<file path="config.mk">
export PLATFORM = sky130hd
export DESIGN_NAME = pfn_unit
export DESIGN_NICKNAME = d
export VERILOG_FILES = /design/src/rtl/pfn_pkg.sv /design/src/rtl/pfn_sqrt.sv /design/src/rtl/pfn_div.sv /design/src/rtl/pfn_unit.sv
export SDC_FILE = /design/constraint.sdc
export NUM_CORES = 2
export LEC_CHECK = 0
export ABC_AREA = 1
export BUFFER_PORTS_ARGS = -buffer_cell sky130_fd_sc_hd__buf_2
export CAP_MARGIN = 20
export CELL_PAD_IN_SITES_DETAIL_PLACEMENT = 2
export CELL_PAD_IN_SITES_GLOBAL_PLACEMENT = 2
export CORE_ASPECT_RATIO = 0.5
export CORE_MARGIN = 2
export CORE_UTILIZATION = 38
export DETAILED_ROUTE_END_ITERATION = 8
export PLACE_DENSITY = 0.86
export SYNTH_ARGS = -nofsm -noshare
export SYNTH_HDL_FRONTEND = slang
export SYNTH_HIERARCHICAL = 1
export SYNTH_SLANG_ARGS = --single-unit
</file>
<file path="constraint.sdc">
create_clock -name clk -period 11.9 [get_ports clk]
set_clock_uncertainty 0.15 [all_clocks]
set_input_delay 1.19 -clock clk [delete_from_list [all_inputs] [get_ports clk]]
set_output_delay 1.19 -clock clk [all_outputs]
set_load 0.02 [all_outputs]
</file>
<file path="src/rtl/pfn_pkg.sv">
`timescale 1ns / 1ps
// ----------------------------------------------------------------------------
// pfn_pkg: shared constants for the polygon face normal core
// Fixed widths of the unit-vector datapath and the register reset value.
// ----------------------------------------------------------------------------
package pfn_pkg;

  // fraction bits of the unit edges
  localparam int UNIT_FRAC = 30;
  // signed width that holds edges and the cross product of unit edges
  localparam int VEC_W = 2 * UNIT_FRAC + 3;
  // signed width of a unit-vector component
  localparam int UQ_W = UNIT_FRAC + 2;
  // block scaling window: largest magnitude in [2^(NORM_HI-1), 2^NORM_HI)
  localparam int NORM_HI = 30;
  // divider and square root widths
  localparam int DIV_N_W = 64;
  localparam int DIV_D_W = 32;
  localparam int SQ_IN_W = 64;
  localparam int SQ_OUT_W = 32;
  // collinearity limit register
  localparam int COS_W = 16;
  localparam int COS_SHIFT = 44;
  localparam logic [COS_W-1:0] COS_LIMIT_RESET = 16'd65497;

endpackage

</file>
<file path="src/rtl/pfn_sqrt.sv">
`timescale 1ns / 1ps
// ----------------------------------------------------------------------------
// pfn_sqrt: iterative floor square root
// Two radicand bits per cycle, one root bit per cycle.
// ----------------------------------------------------------------------------
module pfn_sqrt
  import pfn_pkg::*;
(
  input  logic                clk,
  input  logic                rst,
  input  logic                start,
  input  logic [SQ_IN_W-1:0]  radicand,
  output logic                done,
  output logic [SQ_OUT_W-1:0] root
);

  localparam int CNT_W = $clog2(SQ_OUT_W);
  localparam int REM_W = SQ_OUT_W + 2;

  logic               busy;
  logic [CNT_W-1:0]   cnt;
  logic [SQ_IN_W-1:0] n;
  logic [REM_W-1:0]   rem;
  logic [REM_W+1:0]   r2;
  logic [REM_W+1:0]   trial;

  // trial subtraction for the next root bit
  always_comb begin
    r2    = {rem, n[SQ_IN_W-1 -: 2]};
    trial = {2'b00, root, 2'b01};
  end

  always_ff @(posedge clk) begin
    if (rst) begin
      busy <= 1'b0;
      done <= 1'b0;
    end else begin
      done <= 1'b0;
      if (start) begin
        busy <= 1'b1;
        cnt  <= '0;
        n    <= radicand;
        rem  <= '0;
        root <= '0;
      end else if (busy) begin
        n <= n << 2;
        if (r2 >= trial) begin
          rem  <= REM_W'(r2 - trial);
          root <= {root[SQ_OUT_W-2:0], 1'b1};
        end else begin
          rem  <= r2[REM_W-1:0];
          root <= {root[SQ_OUT_W-2:0], 1'b0};
        end
        cnt <= cnt + 1'b1;
        if (cnt == CNT_W'(SQ_OUT_W - 1)) begin
          busy <= 1'b0;
          done <= 1'b1;
        end
      end
    end
  end

endmodule

</file>
<file path="src/rtl/pfn_div.sv">
`timescale 1ns / 1ps
// ----------------------------------------------------------------------------
// pfn_div: iterative unsigned restoring divider
// One quotient bit per cycle; the quotient must fit in DIV_D_W bits.
// ----------------------------------------------------------------------------
module pfn_div
  import pfn_pkg::*;
(
  input  logic               clk,
  input  logic               rst,
  input  logic               start,
  input  logic [DIV_N_W-1:0] dividend,
  input  logic [DIV_D_W-1:0] divisor,
  output logic               done,
  output logic [DIV_D_W-1:0] quotient
);

  localparam int CNT_W = $clog2(DIV_D_W);

  logic               busy;
  logic [CNT_W-1:0]   cnt;
  logic [DIV_D_W-1:0] rem;
  logic [DIV_D_W-1:0] d;
  logic [DIV_D_W:0]   t;
  logic               ge;

  // partial remainder with the next dividend bit
  always_comb begin
    t  = {rem, quotient[DIV_D_W-1]};
    ge = (t >= {1'b0, d});
  end

  // low dividend bits shift out of quotient as quotient bits shift in
  always_ff @(posedge clk) begin
    if (rst) begin
      busy <= 1'b0;
      done <= 1'b0;
    end else begin
      done <= 1'b0;
      if (start) begin
        busy     <= 1'b1;
        cnt      <= '0;
        rem      <= dividend[DIV_N_W-1 -: DIV_D_W];
        quotient <= dividend[DIV_D_W-1:0];
        d        <= divisor;
      end else if (busy) begin
        rem      <= ge ? DIV_D_W'(t - {1'b0, d}) : t[DIV_D_W-1:0];
        quotient <= {quotient[DIV_D_W-2:0], ge};
        cnt      <= cnt + 1'b1;
        if (cnt == CNT_W'(DIV_D_W - 1)) begin
          busy <= 1'b0;
          done <= 1'b1;
        end
      end
    end
  end

endmodule

</file>
<file path="src/rtl/pfn_unit.sv">
`timescale 1ns / 1ps
// ----------------------------------------------------------------------------
// pfn_unit: vector normaliser
// Block scales the magnitudes, takes the length by square root and divides
// each component by it, truncated or rounded to nearest.
// ----------------------------------------------------------------------------
module pfn_unit
  import pfn_pkg::*;
#(
  parameter int NORMAL_FRAC_BITS = 14
) (
  input  logic                    clk,
  input  logic                    rst,
  input  logic                    start,
  input  logic                    rnd,
  input  logic signed [VEC_W-1:0] vec_in [3],
  output logic                    done,
  output logic signed [UQ_W-1:0]  vec_out [3]
);

  localparam logic [2:0] U_IDLE      = 3'd0;
  localparam logic [2:0] U_SHIFT     = 3'd1;
  localparam logic [2:0] U_SQ        = 3'd2;
  localparam logic [2:0] U_SQRT      = 3'd3;
  localparam logic [2:0] U_SQRT_WAIT = 3'd4;
  localparam logic [2:0] U_DIV       = 3'd5;
  localparam logic [2:0] U_DIV_WAIT  = 3'd6;

  logic [2:0]               state;
  logic                     neg [3];
  logic [VEC_W-1:0]         m [3];
  logic                     rnd_q;
  logic [SQ_IN_W-1:0]       sq;
  logic [2*NORM_HI-1:0]     prod;
  logic [1:0]               idx;
  logic [SQ_OUT_W-1:0]      len;
  logic [VEC_W-1:0]         any_m;
  logic                     in_zero;
  logic [NORM_HI-1:0]       m_sel;
  logic [DIV_N_W-1:0]       dividend;
  logic [DIV_D_W-1:0]       divisor;
  logic                     sqrt_done;
  logic [SQ_OUT_W-1:0]      root;
  logic                     div_done;
  logic [DIV_D_W-1:0]       quotient;

  // scaling window test and divider operands
  always_comb begin
    any_m   = m[0] | m[1] | m[2];
    in_zero = (vec_in[0] == '0) && (vec_in[1] == '0) && (vec_in[2] == '0);
    m_sel   = (idx == 2'd3) ? '0 : m[idx][NORM_HI-1:0];
    if (rnd_q) begin
      dividend = (DIV_N_W'(m_sel) << (NORMAL_FRAC_BITS + 1)) + DIV_N_W'(len);
      divisor  = {len[DIV_D_W-2:0], 1'b0};
    end else begin
      dividend = DIV_N_W'(m_sel) << UNIT_FRAC;
      divisor  = len;
    end
  end

  // sequencer
  always_ff @(posedge clk) begin
    if (rst) begin
      state <= U_IDLE;
      done  <= 1'b0;
    end else begin
      done <= 1'b0;
      case (state)
        U_IDLE: begin
          if (start) begin
            rnd_q <= rnd;
            for (int i = 0; i < 3; i++) begin
              neg[i] <= vec_in[i][VEC_W-1];
              m[i]   <= vec_in[i][VEC_W-1] ? VEC_W'(-vec_in[i]) : VEC_W'(vec_in[i]);
            end
            if (in_zero) begin
              for (int i = 0; i < 3; i++) vec_out[i] <= '0;
              done <= 1'b1;
            end else begin
              state <= U_SHIFT;
            end
          end
        end
        U_SHIFT: begin
          if (|any_m[VEC_W-1:NORM_HI]) begin
            for (int i = 0; i < 3; i++) m[i] <= m[i] >> 1;
          end else if (!any_m[NORM_HI-1]) begin
            for (int i = 0; i < 3; i++) m[i] <= m[i] << 1;
          end else begin
            idx   <= '0;
            sq    <= '0;
            prod  <= '0;
            state <= U_SQ;
          end
        end
        U_SQ: begin
          // product registered, then added into the sum from that register
          prod <= m_sel * m_sel;
          sq   <= sq + SQ_IN_W'(prod);
          idx  <= idx + 1'b1;
          if (idx == 2'd3) state <= U_SQRT;
        end
        U_SQRT: begin
          state <= U_SQRT_WAIT;
        end
        U_SQRT_WAIT: begin
          if (sqrt_done) begin
            len   <= root;
            idx   <= '0;
            state <= U_DIV;
          end
        end
        U_DIV: begin
          state <= U_DIV_WAIT;
        end
        U_DIV_WAIT: begin
          if (div_done) begin
            vec_out[idx] <= neg[idx] ? -$signed(UQ_W'(quotient)) : $signed(UQ_W'(quotient));
            if (idx == 2'd2) begin
              done  <= 1'b1;
              state <= U_IDLE;
            end else begin
              idx   <= idx + 1'b1;
              state <= U_DIV;
            end
          end
        end
        default: state <= U_IDLE;
      endcase
    end
  end

  pfn_sqrt u_sqrt (
    .clk      (clk),
    .rst      (rst),
    .start    (state == U_SQRT),
    .radicand (sq),
    .done     (sqrt_done),
    .root     (root)
  );

  pfn_div u_div (
    .clk      (clk),
    .rst      (rst),
    .start    (state == U_DIV),
    .dividend (dividend),
    .divisor  (divisor),
    .done     (div_done),
    .quotient (quotient)
  );

endmodule

</file>
==> metrics.md <==
| Metric | Value |
|---|---|
| Outcome | `complete, no violations` |
| Syn Area/Cell | `7.49 µm²` |
| Cts hold-fix bufs | `0` |
| I/O pin cnt | `290` |
| Horiz. Die Dim | `634 µm` |
| Largest net degree at the start of global routing | `169` |
| Via Count | `74816` |
| Initial DRC Count | `about 7800` |
| Ys Warns | `6` |
| Clock buffer count from CTS | `79` |
| Post-synthesis sequential area ratio | `27.4%` |
| # resized after CTS | `0` |
| Hold Path Class | `flop to flop` |
| Grt ovf | `0` |
| Leading area contributor after synthesis | `edfxtp_1` |
| Max Cap Viol | `0` |
| Crit-path max FO | `32` |
| Sink count of the clock tree | `692` |
| Hold path start | `u_sqrt/root[1]` |
| Worst EP required | `around 12000 ps` |
| Yosys reg bits | `692` |
| Hold Vio Cnt, Final | `0` |
| Total Wirelength | `381000 µm` |
| Aggregate negative setup slack | `0 ps` |
| First-pass DRT Iterations | `6` |
| Layout cells sized above 1 | `5.90%` |
| Core box area | `197000 µm²` |
| # Post-CTS Setup Buffers | `0` |
| Gr usage total | `37.3%` |
| Routability cong. | `1.03` |
| WL/cell | `29.4 µm` |
| CTS tree | `built` |
| R2r endpoint | `prod[43]` |
| Die area | `202000 µm²` |
| Number of flops mapped to enable cells by yosys | `682` |
| Worst hold endpoint | `len[1]` |
| CP Class | `flop to flop` |
| Detailed placement HPWL | `roughly 300000 µm` |
| First-pass GRT wire length | `around 550000 µm` |
| Post-Syn Area | `75400 µm²` |
| Reg2Reg Setup Slack | `1640 ps` |
| Top cells by area, synth | `edfxtp_1 (27%), fa_1 (19%), nand2_1 (12%), inv_1 (9.5%), nor2_1 (7.7%)` |
| Net total in the final layout | `~12000` |
| Slew Limit Fails | `0` |
| Worst EP arrival | `10610 ps` |
| Worst Setup Start Kind | `flop` |
| Worst slew pin tran | `1250 ps` |
| Period minus WS final | `just over 10000 ps` |
| Min-Delay Path Depth | `0` |
| Root Buffer Master | `clkbuf_16` |
| Mean number of vias per cell | `just under 6` |
| Post-synth ARST share | `0%` |
| CTS Buffer Depth | `3` |
| Setup violators final | `0` |
| Area growth from synthesis to layout | `9.32%` |
| Max-slew headroom | `16.4%` |
| Final ANT Viol Nets | `0` |
| RSZ-0062 raised after global routing | `false` |
| Max Fclk | `between 90 and 100 MHz` |
| WHS | `308 ps` |
| Mapped Cells | `10060` |
| Layout Cells excl Fill | `12976` |
| Clock transition at path regs | `~70 ps` |
| Row cnt | `115` |
| Initial antenna violation count | `63` |
| Worst r2r path cells | `26` |
| Critical Path Sink Type | `flop` |
| Fin crit share | `86.2%` |
| Initial Util | `between 30% and 40%` |
| Synth top area share | `a little over a quarter` |
| Vert. Die Dim | `between 300 and 400 µm` |
| Buffers on Ports | `289` |
| Post-synth cell types | `58` |
| # H-tree levels | `3` |
| DRC | `0` |
| Cells after DPL | `around 13000` |
| Vias in the first global route | `81361` |
| Worst skew pair latency | `750 ps` |
| Synth Flop Type | `edfxtp_1` |
logic make-up (layout without fill, tap and decap cells):
kind of cell,Yosys count,after routing,share of synthesized area [%]
XOR/XNOR,221,221,2.57
flip-flops,692,692,27.4
other,1,33,0.00497
AO/OA/AOI/OAI,1126,1126,8.06
AND/OR/NAND/NOR,4709,4709,25.2
adder cells (fa/ha/maj),1108,1108,25.4
buffers and inverters,2203,2455,11.3
area by class of cell:
type                            count  area (µm²)
Antenna cell                       29        72.6
Tap cell                         2632        3290
Multi-Input combinational cell   7168       46300
Clock buffer                       98        2090
Timing Repair Buffer              381        2170
Fill cell                       22993      114000
Clock inverter                     49         542
Inverter                         1927        7240
Sequential cell                   692       20700
synthesized netlist by cell type (all sizes together), types with 15 or more instances:
master	instances
ha	406
nand2	2457
a31oi	22
inv	1914
nand4	85
a21oi	458
o21bai	24
xor2	162
o21ai	513
nor3	80
o21a	22
nand3b	47
edfxtp	682
xnor2	59
a21o	15
a22o	18
buf	126
o211ai	38
nand3	406
nor2	1584
or2	15
clkbuf	150
fa	702
flip-flops by register name, indices dropped and copies added, names as in the netlist, 32 cells and up, named ones only:
register and flops:
u_sqrt/n 64, u_div/d 32, u_div/rem 32, u_div/quotient 32, prod 59, u_sqrt/rem 34, u_sqrt/root 32, sq 64
len 32, m 189, vec_out 96
worst max-delay path by stage:
stage	startpoint	to	slack, ps
final	flop	prod[43]	1640
after floorplan	vec_in[63]	vec_out[0]	1940
after detailed placement	flop	prod[47]	2030
after global routing	flop	prod[47]	1460
after global placement	flop	prod[47]	2320
after CTS	flop	prod[47]	2000
cell usage in the layout, fill, tap and decap left out, drive strengths merged, types with 99 or more instances in the layout:
cell type / instances
nand2: 2457
inv: 1917
nor2: 1584
fa: 702
edfxtp: 682
o21ai: 513
a21oi: 458
ha: 406
nand3: 406
buf: 380
xor2: 162
clkbuf: 99
worst max-delay path: stages, from the launching register on:
cell	delay [ps]
dfxtp_2	760
buf_4	430
o21ai_0	220
o21ai_4	480
buf_4	590
inv_1	430
nand2_1	230
fa_1	510
fa_1	590
inv_1	70
fa_1	520
fa_1	450
fa_1	580
fa_1	600
fa_1	570
inv_1	60
fa_1	550
inv_1	50
ha_1	430
a21oi_1	260
o21ai_0	190
a21oi_1	540
nand2_1	290
nand2_1	140
nand2_1	100
nor2_1	150
nor2_1	70
stage by stage:
stage                     utilization [%]  instance area [µm²]  worst slack [ps]
after floorplan                         -                75400              1940
after global placement               40.5                79700              2320
after detailed placement             40.5                79700              2030
after CTS                            41.8                82300              2000
after global routing                 41.8                82400              1460
final                                41.9                82400              1640
per-layer routing:
| layer | track usage (%) | up-vias | routed length (µm) |
|---|---|---|---|
| met1 | 49.9 | 38579 | 158000 |
| met2 | 57.9 | 3588 | 168000 |
| li1 | - | 31677 | - |
| met5 | 0 | - | 233 |
| met4 | 13.4 | 36 | 15100 |
| met3 | 9.97 | 936 | 39700 |
Power is left out: the tool's default activity adds up to more than one toggle a clock period on the data nets, which glitch-free logic cannot reach.
